===== src/rtl/lmb_pkg.sv =====
// shared types and constants for the level meter ballistics block
package lmb_pkg;

   localparam int CHANNELS   = 4;
   localparam int CH_W       = 2;
   localparam int LVL_W      = 16;
   localparam int COEF_W     = 16;
   localparam int HOLD_W     = 8;
   localparam int DB_W       = 16;
   localparam int POS_W      = 4;
   localparam int CSR_IDX_W  = 3;
   localparam int CSR_DATA_W = 16;
   localparam int MAG_W      = 20;
   localparam int K_W        = 19;
   localparam int PROD_W     = MAG_W + K_W;

   // 20*log10(2) in Q.16
   localparam logic [K_W-1:0] DB_PER_LOG2 = 19'd394566;

   localparam logic [COEF_W-1:0]     LEVEL_COEF_RST = 16'd5243;
   localparam logic [COEF_W-1:0]     PEAK_COEF_RST  = 16'd2150;
   localparam logic [HOLD_W-1:0]     HOLD_RST       = 8'd30;
   localparam logic [LVL_W-1:0]      FLOOR_LVL_RST  = 16'd33;
   localparam logic signed [DB_W-1:0] FLOOR_DB_RST  = -16'sd15360;

   localparam logic [CSR_IDX_W-1:0] CSR_LEVEL_COEF = 3'd0;
   localparam logic [CSR_IDX_W-1:0] CSR_PEAK_COEF  = 3'd1;
   localparam logic [CSR_IDX_W-1:0] CSR_HOLD       = 3'd2;
   localparam logic [CSR_IDX_W-1:0] CSR_FLOOR_LVL  = 3'd3;
   localparam logic [CSR_IDX_W-1:0] CSR_FLOOR_DB   = 3'd4;

   typedef enum logic [3:0] {
      ST_IDLE,
      ST_LVL,
      ST_LVL_SUB,
      ST_LDB_LOG,
      ST_LDB_MUL,
      ST_LDB_RND,
      ST_PEAK,
      ST_PK_SUB,
      ST_PDB_LOG,
      ST_PDB_MUL,
      ST_PDB_RND,
      ST_DONE
   } state_type;

   typedef struct packed {
      logic             neg;
      logic [MAG_W-1:0] mag;
   } log_type;

endpackage


===== src/rtl/level_meter_ballistics.sv =====
// level meter ballistics top level: sequencer, channel state and csr bank
// takes one transaction at a time (req_ready only in idle) and uses one shared
// multiplier for level release, level dB, peak release and peak dB
// reset: synchronous, clears channel state, loads csr defaults, peak dB to floor
module level_meter_ballistics (
   input  logic                                clock,
   input  logic                                reset,
   input  logic                                req_valid,
   output logic                                req_ready,
   input  logic [lmb_pkg::CH_W-1:0]            req_channel,
   input  logic [lmb_pkg::LVL_W-1:0]           req_level,
   output logic                                rsp_valid,
   input  logic                                rsp_ready,
   output logic [lmb_pkg::CH_W-1:0]            rsp_channel_out,
   output logic signed [lmb_pkg::DB_W-1:0]     rsp_level_db,
   output logic signed [lmb_pkg::DB_W-1:0]     rsp_peak_db,
   output logic                                rsp_peak_holding,
   input  logic                                csr_wr_en,
   input  logic [lmb_pkg::CSR_IDX_W-1:0]       csr_index,
   input  logic [lmb_pkg::CSR_DATA_W-1:0]      csr_wdata
);
   import lmb_pkg::*;

   state_type state_ff, state_in;

   logic [COEF_W-1:0]      lvl_coef_ff, lvl_coef_in;
   logic [COEF_W-1:0]      pk_coef_ff, pk_coef_in;
   logic [HOLD_W-1:0]      hold_cfg_ff, hold_cfg_in;
   logic [LVL_W-1:0]       floor_lvl_ff, floor_lvl_in;
   logic signed [DB_W-1:0] floor_db_ff, floor_db_in;

   logic [LVL_W-1:0]       smooth_ff [CHANNELS];
   logic [LVL_W-1:0]       smooth_in [CHANNELS];
   logic [LVL_W-1:0]       peak_ff [CHANNELS];
   logic [LVL_W-1:0]       peak_in [CHANNELS];
   logic signed [DB_W-1:0] pkdb_ff [CHANNELS];
   logic signed [DB_W-1:0] pkdb_in [CHANNELS];
   logic [HOLD_W-1:0]      holdc_ff [CHANNELS];
   logic [HOLD_W-1:0]      holdc_in [CHANNELS];

   logic [CH_W-1:0]        ch_ff, ch_in;
   logic [LVL_W-1:0]       lvl_ff, lvl_in;
   logic [LVL_W-1:0]       cur_ff, cur_in;
   logic [LVL_W-1:0]       pk_ff, pk_in;
   logic [HOLD_W-1:0]      hold_ff, hold_in;
   logic signed [DB_W-1:0] ldb_ff, ldb_in;
   logic signed [DB_W-1:0] pdb_ff, pdb_in;
   logic [MAG_W-1:0]       mag_ff, mag_in;
   logic                   neg_ff, neg_in;

   logic                   rsp_valid_ff, rsp_valid_in;
   logic [CH_W-1:0]        rsp_ch_ff, rsp_ch_in;
   logic signed [DB_W-1:0] rsp_ldb_ff, rsp_ldb_in;
   logic signed [DB_W-1:0] rsp_pdb_ff, rsp_pdb_in;
   logic                   rsp_hold_ff, rsp_hold_in;

   logic [MAG_W-1:0]       mul_a;
   logic [K_W-1:0]         mul_b;
   logic [PROD_W-1:0]      mul_prod;
   logic [PROD_W:0]        rel_sum;
   logic [PROD_W:0]        db_sum;
   logic [LVL_W-1:0]       rel_step;
   logic [DB_W-1:0]        db_mag;
   logic signed [DB_W-1:0] db_val;
   logic [LVL_W-1:0]       conv_gain;
   logic                   conv_floor;
   log_type                log_res;
   logic                   ch_ok;
   logic                   attack;
   logic                   peak_take;
   logic                   decay_ok;
   logic                   out_free;

   lmb_mul u_mul (
      .clock (clock),
      .op_a  (mul_a),
      .op_b  (mul_b),
      .prod  (mul_prod)
   );

   lmb_log2 u_log2 (
      .gain (conv_gain),
      .res  (log_res)
   );

   // shared decode
   always_comb begin
      ch_ok      = int'(req_channel) < CHANNELS;
      attack     = lvl_ff > cur_ff;
      peak_take  = cur_ff > pk_ff;
      decay_ok   = !peak_take && (hold_ff == '0) && (pdb_ff > floor_db_ff);
      out_free   = !rsp_valid_ff || rsp_ready;
      conv_gain  = (state_ff == ST_PDB_LOG) ? pk_ff : cur_ff;
      conv_floor = (conv_gain <= floor_lvl_ff) || (conv_gain == '0);
      rel_sum    = {1'b0, mul_prod} + (PROD_W + 1)'(32768);
      rel_step   = rel_sum[LVL_W+15:16];
      db_sum     = {1'b0, mul_prod} + (PROD_W + 1)'(24'h800000);
      db_mag     = db_sum[DB_W+23:24];
      db_val     = neg_ff ? -$signed(db_mag) : $signed(db_mag);
   end

   // next state
   always_comb begin
      state_in = state_ff;
      unique case (state_ff)
         ST_IDLE: begin
            if (req_valid && ch_ok) begin
               state_in = ST_LVL;
            end
         end
         ST_LVL:     state_in = attack ? ST_LDB_LOG : ST_LVL_SUB;
         ST_LVL_SUB: state_in = ST_LDB_LOG;
         ST_LDB_LOG: state_in = conv_floor ? ST_PEAK : ST_LDB_MUL;
         ST_LDB_MUL: state_in = ST_LDB_RND;
         ST_LDB_RND: state_in = ST_PEAK;
         ST_PEAK:    state_in = decay_ok ? ST_PK_SUB : ST_DONE;
         ST_PK_SUB:  state_in = ST_PDB_LOG;
         ST_PDB_LOG: state_in = conv_floor ? ST_DONE : ST_PDB_MUL;
         ST_PDB_MUL: state_in = ST_PDB_RND;
         ST_PDB_RND: state_in = ST_DONE;
         ST_DONE: begin
            if (out_free) begin
               state_in = ST_IDLE;
            end
         end
         default:    state_in = ST_IDLE;
      endcase
   end

   // sequencer outputs: handshake and multiplier operands
   always_comb begin
      req_ready = 1'b0;
      mul_a     = '0;
      mul_b     = '0;
      unique case (state_ff)
         ST_IDLE: req_ready = 1'b1;
         ST_LVL: begin
            mul_a = MAG_W'(cur_ff - lvl_ff);
            mul_b = K_W'(lvl_coef_ff);
         end
         ST_PEAK: begin
            mul_a = MAG_W'(pk_ff - cur_ff);
            mul_b = K_W'(pk_coef_ff);
         end
         ST_LDB_MUL, ST_PDB_MUL: begin
            mul_a = mag_ff;
            mul_b = DB_PER_LOG2;
         end
         default: begin
            req_ready = 1'b0;
         end
      endcase
   end

   // datapath and state updates
   always_comb begin
      lvl_coef_in  = lvl_coef_ff;
      pk_coef_in   = pk_coef_ff;
      hold_cfg_in  = hold_cfg_ff;
      floor_lvl_in = floor_lvl_ff;
      floor_db_in  = floor_db_ff;
      smooth_in    = smooth_ff;
      peak_in      = peak_ff;
      pkdb_in      = pkdb_ff;
      holdc_in     = holdc_ff;
      ch_in        = ch_ff;
      lvl_in       = lvl_ff;
      cur_in       = cur_ff;
      pk_in        = pk_ff;
      hold_in      = hold_ff;
      ldb_in       = ldb_ff;
      pdb_in       = pdb_ff;
      mag_in       = mag_ff;
      neg_in       = neg_ff;
      rsp_valid_in = rsp_valid_ff && !rsp_ready;
      rsp_ch_in    = rsp_ch_ff;
      rsp_ldb_in   = rsp_ldb_ff;
      rsp_pdb_in   = rsp_pdb_ff;
      rsp_hold_in  = rsp_hold_ff;

      if (csr_wr_en) begin
         unique case (csr_index)
            CSR_LEVEL_COEF: lvl_coef_in  = csr_wdata;
            CSR_PEAK_COEF:  pk_coef_in   = csr_wdata;
            CSR_HOLD:       hold_cfg_in  = csr_wdata[HOLD_W-1:0];
            CSR_FLOOR_LVL:  floor_lvl_in = csr_wdata;
            CSR_FLOOR_DB:   floor_db_in  = $signed(csr_wdata);
            default:        floor_db_in  = floor_db_ff;
         endcase
      end

      unique case (state_ff)
         ST_IDLE: begin
            ch_in   = req_channel;
            lvl_in  = req_level;
            cur_in  = smooth_ff[req_channel];
            pk_in   = peak_ff[req_channel];
            hold_in = holdc_ff[req_channel];
            pdb_in  = pkdb_ff[req_channel];
         end
         ST_LVL: begin
            if (attack) begin
               cur_in = lvl_ff;
            end
         end
         ST_LVL_SUB: cur_in = cur_ff - rel_step;
         ST_LDB_LOG: begin
            ldb_in = floor_db_ff;
            mag_in = log_res.mag;
            neg_in = log_res.neg;
         end
         ST_LDB_RND: ldb_in = db_val;
         ST_PEAK: begin
            priority if (peak_take) begin
               pk_in   = cur_ff;
               pdb_in  = ldb_ff;
               hold_in = hold_cfg_ff;
            end else if (hold_ff != '0) begin
               hold_in = hold_ff - 8'd1;
            end
         end
         ST_PK_SUB:  pk_in = pk_ff - rel_step;
         ST_PDB_LOG: begin
            pdb_in = floor_db_ff;
            mag_in = log_res.mag;
            neg_in = log_res.neg;
         end
         ST_PDB_RND: pdb_in = db_val;
         ST_DONE: begin
            if (out_free) begin
               smooth_in[ch_ff] = cur_ff;
               peak_in[ch_ff]   = pk_ff;
               pkdb_in[ch_ff]   = pdb_ff;
               holdc_in[ch_ff]  = hold_ff;
               rsp_valid_in     = 1'b1;
               rsp_ch_in        = ch_ff;
               rsp_ldb_in       = ldb_ff;
               rsp_pdb_in       = pdb_ff;
               rsp_hold_in      = hold_ff != '0;
            end
         end
         default: begin
            mag_in = mag_ff;
         end
      endcase
   end

   always_ff @(posedge clock) begin
      if (reset) begin
         state_ff     <= ST_IDLE;
         lvl_coef_ff  <= LEVEL_COEF_RST;
         pk_coef_ff   <= PEAK_COEF_RST;
         hold_cfg_ff  <= HOLD_RST;
         floor_lvl_ff <= FLOOR_LVL_RST;
         floor_db_ff  <= FLOOR_DB_RST;
         rsp_valid_ff <= 1'b0;
         for (int i = 0; i < CHANNELS; i++) begin
            smooth_ff[i] <= '0;
            peak_ff[i]   <= '0;
            pkdb_ff[i]   <= FLOOR_DB_RST;
            holdc_ff[i]  <= '0;
         end
      end else begin
         state_ff     <= state_in;
         lvl_coef_ff  <= lvl_coef_in;
         pk_coef_ff   <= pk_coef_in;
         hold_cfg_ff  <= hold_cfg_in;
         floor_lvl_ff <= floor_lvl_in;
         floor_db_ff  <= floor_db_in;
         rsp_valid_ff <= rsp_valid_in;
         smooth_ff    <= smooth_in;
         peak_ff      <= peak_in;
         pkdb_ff      <= pkdb_in;
         holdc_ff     <= holdc_in;
      end
   end

   always_ff @(posedge clock) begin
      ch_ff       <= ch_in;
      lvl_ff      <= lvl_in;
      cur_ff      <= cur_in;
      pk_ff       <= pk_in;
      hold_ff     <= hold_in;
      ldb_ff      <= ldb_in;
      pdb_ff      <= pdb_in;
      mag_ff      <= mag_in;
      neg_ff      <= neg_in;
      rsp_ch_ff   <= rsp_ch_in;
      rsp_ldb_ff  <= rsp_ldb_in;
      rsp_pdb_ff  <= rsp_pdb_in;
      rsp_hold_ff <= rsp_hold_in;
   end

   assign rsp_valid        = rsp_valid_ff;
   assign rsp_channel_out  = rsp_ch_ff;
   assign rsp_level_db     = rsp_ldb_ff;
   assign rsp_peak_db      = rsp_pdb_ff;
   assign rsp_peak_holding = rsp_hold_ff;

endmodule


===== src/rtl/lmb_mul.sv =====
// shared unsigned multiplier with registered product
module lmb_mul (
   input  logic                        clock,
   input  logic [lmb_pkg::MAG_W-1:0]   op_a,
   input  logic [lmb_pkg::K_W-1:0]     op_b,
   output logic [lmb_pkg::PROD_W-1:0]  prod
);
   import lmb_pkg::*;

   logic [PROD_W-1:0] prod_ff;
   logic [PROD_W-1:0] prod_in;

   always_comb begin
      prod_in = PROD_W'(op_a) * PROD_W'(op_b);
   end

   always_ff @(posedge clock) begin
      prod_ff <= prod_in;
   end

   assign prod = prod_ff;

endmodule


===== src/rtl/lmb_log2.sv =====
// log2 magnitude of a Q1.15 gain: leading-one position plus linear mantissa
module lmb_log2 (
   input  logic [lmb_pkg::LVL_W-1:0] gain,
   output lmb_pkg::log_type          res
);
   import lmb_pkg::*;

   logic [POS_W-1:0] pos;
   logic [POS_W-1:0] octaves;
   logic [LVL_W-1:0] norm;
   logic [LVL_W-1:0] frac;

   always_comb begin
      pos = '0;
      for (int i = 0; i < LVL_W; i++) begin
         if (gain[i]) begin
            pos = POS_W'(i);
         end
      end
      octaves = POS_W'(LVL_W - 1) - pos;
      norm    = gain << octaves;
      frac    = {norm[LVL_W-2:0], 1'b0};
      if (octaves == '0) begin
         res.neg = 1'b0;
         res.mag = MAG_W'(frac);
      end else begin
         res.neg = 1'b1;
         res.mag = {octaves, {LVL_W{1'b0}}} - MAG_W'(frac);
      end
   end

endmodule


===== config.mk =====
export PLATFORM = sky130hd
export DESIGN_NAME = level_meter_ballistics
export DESIGN_NICKNAME = d
export VERILOG_FILES = /design/src/rtl/lmb_pkg.sv /design/src/rtl/level_meter_ballistics.sv /design/src/rtl/lmb_mul.sv /design/src/rtl/lmb_log2.sv
export SDC_FILE = /design/constraint.sdc
export NUM_CORES = 2
export LEC_CHECK = 0
export ABC_CLOCK_PERIOD_IN_PS = 8900
export BUFFER_PORTS_ARGS = -buffer_cell sky130_fd_sc_hd__buf_2
export CAP_MARGIN = 20
export CORE_ASPECT_RATIO = 1.1
export CORE_MARGIN = 5
export CORE_UTILIZATION = 45
export CTS_BUF_LIST = sky130_fd_sc_hd__clkbuf_4
export DETAILED_ROUTE_END_ITERATION = 12
export PLACE_DENSITY = 0.7
export SLEW_MARGIN = 15
export SYNTH_ARGS = -nofsm -noshare
export SYNTH_HDL_FRONTEND = slang
export SYNTH_HIERARCHICAL = 1
export SYNTH_SLANG_ARGS = --single-unit

===== constraint.sdc =====
create_clock -name clock -period 8.9 [get_ports clock]
set_input_delay 1.335 -clock clock [delete_from_list [all_inputs] [get_ports clock]]
set_output_delay 1.335 -clock clock [all_outputs]
set_load 0.05 [all_outputs]

[After elaboration in Yosys (flattened, before gate mapping)]
Cells that the tools add are included.
Cells by class
  $add $sub $neg: 10
  multiply operators: 1
  $lt $le $gt $ge: 7
  equal/unequal tests: 20
  shift operators: 1
  multiplexer cells: 60
  bitwise gates (word level): 2
  reduce and logical (&&, ||, !) cells: 33
Operators by type and width (number)
  64-bit bitwise mux: 3
  16-bit two-way mux: 12
  16-bit binary-select mux with 2-bit select: 3
  16-bit case mux with 3 select lines: 2
  16-bit case mux with 4 select lines: 1
  20-bit case mux with 3 select lines: 1
  19-bit case mux with 3 select lines: 1
  16-bit > comparator: 3
  4-bit case mux with 12 select lines: 1
  4-bit two-way mux: 11
  39-bit by 24-bit adder with 40-bit output, second input constant: 1
  8-bit two-way mux: 5
  20-bit by 19-bit multiplier with 39-bit output: 1
  16-bit by 16-bit subtractor with 17-bit output: 2
  32-bit by 16-bit adder with 32-bit output, second input constant: 1
  32-bit bitwise mux: 1
  16-bit demux with 2-bit select: 1
  16-bit case mux with 2 select lines: 1
  16-bit subtractor: 2
  2-bit AND reduction: 11
  21-bit two-way mux: 1
  20-bit by 16-bit subtractor with 20-bit output: 1
  8-bit binary-select mux with 2-bit select: 1
  8-bit demux with 2-bit select: 1
  other kinds (33): 66
Storage, ports and cells
  flip-flop bits (word level): 486
  bits of input ports: 42
  output and inout port bits: 37
  logic and storage cells: 172

[Depth between registers and ports, before layout]
  depth after elaboration: 21
  depth in mapped cells: 34
  gate-level depth less buffers: 32

[Modules after synthesis]
Netlist, hierarchy kept.
Modules (own cells, without submodules)
  level_meter_ballistics: times used 1, cells an instance 2667, area each 23636.4 um^2, seq. area each 10410.0 um^2
  lmb_mul: times used 1, cells an instance 1531, area each 13634.3 um^2, seq. area each 780.7 um^2
  lmb_log2: times used 1, cells an instance 230, area each 1535.2 um^2, seq. area each 0.0 um^2

[Least setup slack after synthesis]
OpenSTA, ideal clock, no wires.
  kind: register to register
  start: register cur_ff[0]
  end: register u_mul.prod_ff[31], in the netlist u_mul/prod[31]
  setup time: 0.127 ns
  arrival: 7.965 ns
  data required time: 8.773 ns
  setup slack: 0.807 ns
  stages on the path, launching flop included: 32
  path buffers: 2
  period minus slack after synthesis: 8.093 ns
  path through: edfxtp_1 -> inv_1 -> ha_1 -> inv_1 -> fa_1 -> a211oi_1 -> o21a_1 -> o21ai_1 -> and3_1 -> a311o_1 -> xnor2_1 -> o21ai_0 -> clkbuf_1 -> nand2_1 -> fa_1 -> fa_1 -> fa_1 -> inv_1 -> fa_1 -> fa_1 -> inv_1 -> fa_1 -> inv_1 -> ha_1 -> buf_6 -> a21oi_2 -> o21ai_1 -> a2111oi_0 -> a2bb2oi_1 -> a21boi_2 -> o221ai_1 -> xor2_1
On the way
  word-level cells in the longest chain between the ends: 3
  elaborated cells on any way between the ends: 4
  those cells by class: 2 x add/sub; 1 x mul; 1 x mux
RTL lines
  start: declaration: RTL line level_meter_ballistics.sv:43  | logic [LVL_W-1:0] cur_ff, cur_in;
  start signal: assignment: RTL line level_meter_ballistics.sv:281  | cur_ff <= cur_in;
  16-bit by 16-bit subtractor with 17-bit output, on equally long branches: RTL line level_meter_ballistics.sv:142, level_meter_ballistics.sv:138
  20-bit case mux with 3 select lines *: RTL line level_meter_ballistics.sv:135  | unique case (state_ff)
  named net mul_a[14]: RTL line level_meter_ballistics.sv:57  | logic [MAG_W-1:0] mul_a;
  20-bit by 19-bit multiplier with 39-bit output *: RTL line lmb_mul.sv:14  | prod_in = PROD_W'(op_a) * PROD_W'(op_b);
  named net u_mul.prod_in[31]: RTL line lmb_mul.sv:11  | logic [PROD_W-1:0] prod_in;
  end signal: assignment: RTL line lmb_mul.sv:18  | prod_ff <= prod_in;
  end: declaration: RTL line lmb_mul.sv:10  | logic [PROD_W-1:0] prod_ff;
Mark *: on every way through the listed nets, which the timed path passes. The rest lies on a longest branch.
A chain may end at the register's enable or synchronous reset.

[Final worst setup path]
  start: register pk_ff[0]
  end: register u_mul.prod_ff[35], in the netlist u_mul/prod[35]
On the way
  word-level cells in the longest chain between the ends: 3
RTL lines
  start: declaration: RTL line level_meter_ballistics.sv:44  | logic [LVL_W-1:0] pk_ff, pk_in;
  start signal: assignment: RTL line level_meter_ballistics.sv:282  | pk_ff <= pk_in;
  16-bit by 16-bit subtractor with 17-bit output: RTL line level_meter_ballistics.sv:142  | mul_a = MAG_W'(pk_ff - cur_ff);
  20-bit case mux with 3 select lines: RTL line level_meter_ballistics.sv:135
  named net mul_a[19]: RTL line level_meter_ballistics.sv:57
  20-bit by 19-bit multiplier with 39-bit output: RTL line lmb_mul.sv:14
  named net u_mul.prod_in[35]: RTL line lmb_mul.sv:11
The timed path passes the listed nets, and every way through them passes these cells.

==> flow_summary_export.csv <==
group,metric,value,unit
timing,setup_violations,0,
routing,dr.pass1.iters,12,
cts,clkSinkCount,471,
grt,grt_start_max_net_pins,110,
placed_design,postPlaceCellArea,39860,sq um
finish,utilization,0.4887,
placed_design,gp_congestion,0.9718,
synthesis,yosys_warnings,6,
grt,grt_usage,0.2430,
routing,via_count,32020,
die,dieArea,91190,sq um
die,initial_core_util,0.4525,
timing,final.setup.tns,0,ns
grt,grt_pass1_vias,32100,
setup_path,start_kind,"register",
finish,mostFrequentLayoutCells,"913 x nand2_1, 453 x inv_1, 379 x a21oi_1",
flow_run,drv_cap,0,
placed_design,dp_slack,0.2960,ns
finish,synthToLayoutAreaGrowth,8.014,%
routing,drc_errors,1,
cts,htreeDepth,3,
synthesis,postSynthAreaPerCell,8.734,sq um
cts,tritoncts,"built",
die,die_h,316.2,um
routing,routed_wl,112.1,mm
finish,layout_commonest_cell,"nand2_1",
finish,fin_area,41440,sq um
timing,tightest_slew,1.134,ns
setup_path,cpPeakStageDelay,0.54,ns
status,violations,"DRC",
setup_path,end_kind,"register",
setup_path,cpMostUsedCell,"fa_1",
timing,slew_viol_final,0,
synthesis,synth_area,38360,sq um
setup_path,arrival,9.36,ns
timing,skew,0.06317,ns
timing,period_minus_slack,8.537,ns
finish,fillers,7961,
cts,cts-root-buf,"clkbuf_4",
grt,grt-ovfl-total,0,
power,p_per_area,286.2,nW/um^2
finish,drive_above_1_share,0.1136,
status,run_status,"finished with violations",
timing,max_freq,117.1,MHz
timing,maxSlewHeadroom,0.2360,
cts,clock_path_buffers,3,
setup_path,crit_fanout,14,
finish,multiInputGateArea,24690,sq um
worst_hold_path,min_path_type,"register to register",
timing,hold_ws,0.4501,ns
timing,worst_slack,0.3634,ns
die,coreArea,84780,sq um
placed_design,hpwl,82.89,mm
setup_path,crit_type,"register to register",
power,ir_drop,0.0001440,V
placed_design,io_buffers,78,
routing,wire_per_inst,19.75,um
setup_path,crit_required,9.72,ns
timing,timing_hold_violations_final,0,
die,num_rows,112,
grt,grt_pass1_wl,177.1,mm
cts,clk_latency,0.93,ns
routing,drt_iter0_drc,3023,
finish,seq_area,10890,sq um
power,p_leak,17.45,nW
timing,fin_crit_sh,0.9592,
routing,vias_per_cell,5.641,
routing,final_antenna_net_count,0,
cts,path_clk_slew,0.08,ns
finish,nNetsFinal,5007,
setup_path,slowest_stage,"fa_1",
grt,antenna_found_initial,10,
die,ios,79,
synthesis,syn_inst,4392,
die,die_x,288.4,um
cts,numCtsBuffers,112,
## layout make-up
class,instances,share of cell area
sequential,471,0.2629
inverter,454,0.04113
tap,1140,0.03442
multi-input combinational,3208,0.5958
timing repair buffer,186,0.03001
clock buffer,164,0.02971
antenna,10,0.0006039
clock inverter,43,0.005405
## state kept, by name, summed over array words and instances (netlist names), 20 cells and up
| name | cells |
|---|---|
| holdc_ff | 32 |
| mag_ff | 20 |
| pkdb_ff | 64 |
| peak_ff | 64 |
| u_mul/prod | 24 |
| smooth_ff | 64 |
## worst max-delay path: cells and delay by family (launching register included)
kind                     cells  cell delay [ns]
AND/OR/NAND/NOR              2             0.19
buffers and inverters        6             0.59
AO/OA/AOI/OAI               13             3.44
adder cells (fa/ha/maj)      9             3.72
flip-flops                   1             0.48
## layer usage
layer	global-route usage	wire (um)	up-vias
met5	0	27	-
li1	-	-	14830
met3	0.04644	9110	239
met2	0.3972	52190	1304
met4	0.08586	3679	4
met1	0.3245	47120	15640
## timing repair
item                       4_1_cts  5_1_grt
setup buffers                    0        1
hold buffers                     0        0
setup endpoints to repair        0       12
resized for setup                0        9
## where the power goes
group / internal, mW / leakage [nW] / switching [mW]
sequential: 2.58 / 4.07 / 0.378
combinational: 2.64 / 12.5 / 4.47
clock: 0.883 / 0.870 / 0.905
total: 6.10 / 17.5 / 5.75
## worst paths after layout
check | to | start | depth (start not counted) | slack [ns]
worst max-delay path | u_mul/prod[35] | pk_ff[0] | 30 | 0.36
worst min-delay path | smooth_ff[13] | smooth_ff[13] | 2 | 0.45
worst max register to register | u_mul/prod[35] | pk_ff[0] | 30 | 0.36
worst min register to register | smooth_ff[13] | smooth_ff[13] | 2 | 0.45
## per-stage QoR
step	power, mW	instances
6_report	11.86	5676
5_1_grt	12.77	5671
3_5_place_dp	9.942	5455
2_1_floorplan	8.047	4393
4_1_cts	11.77	5662
3_3_place_gp	9.874	5455
Note: power is estimated with default switching activity, not from simulation.
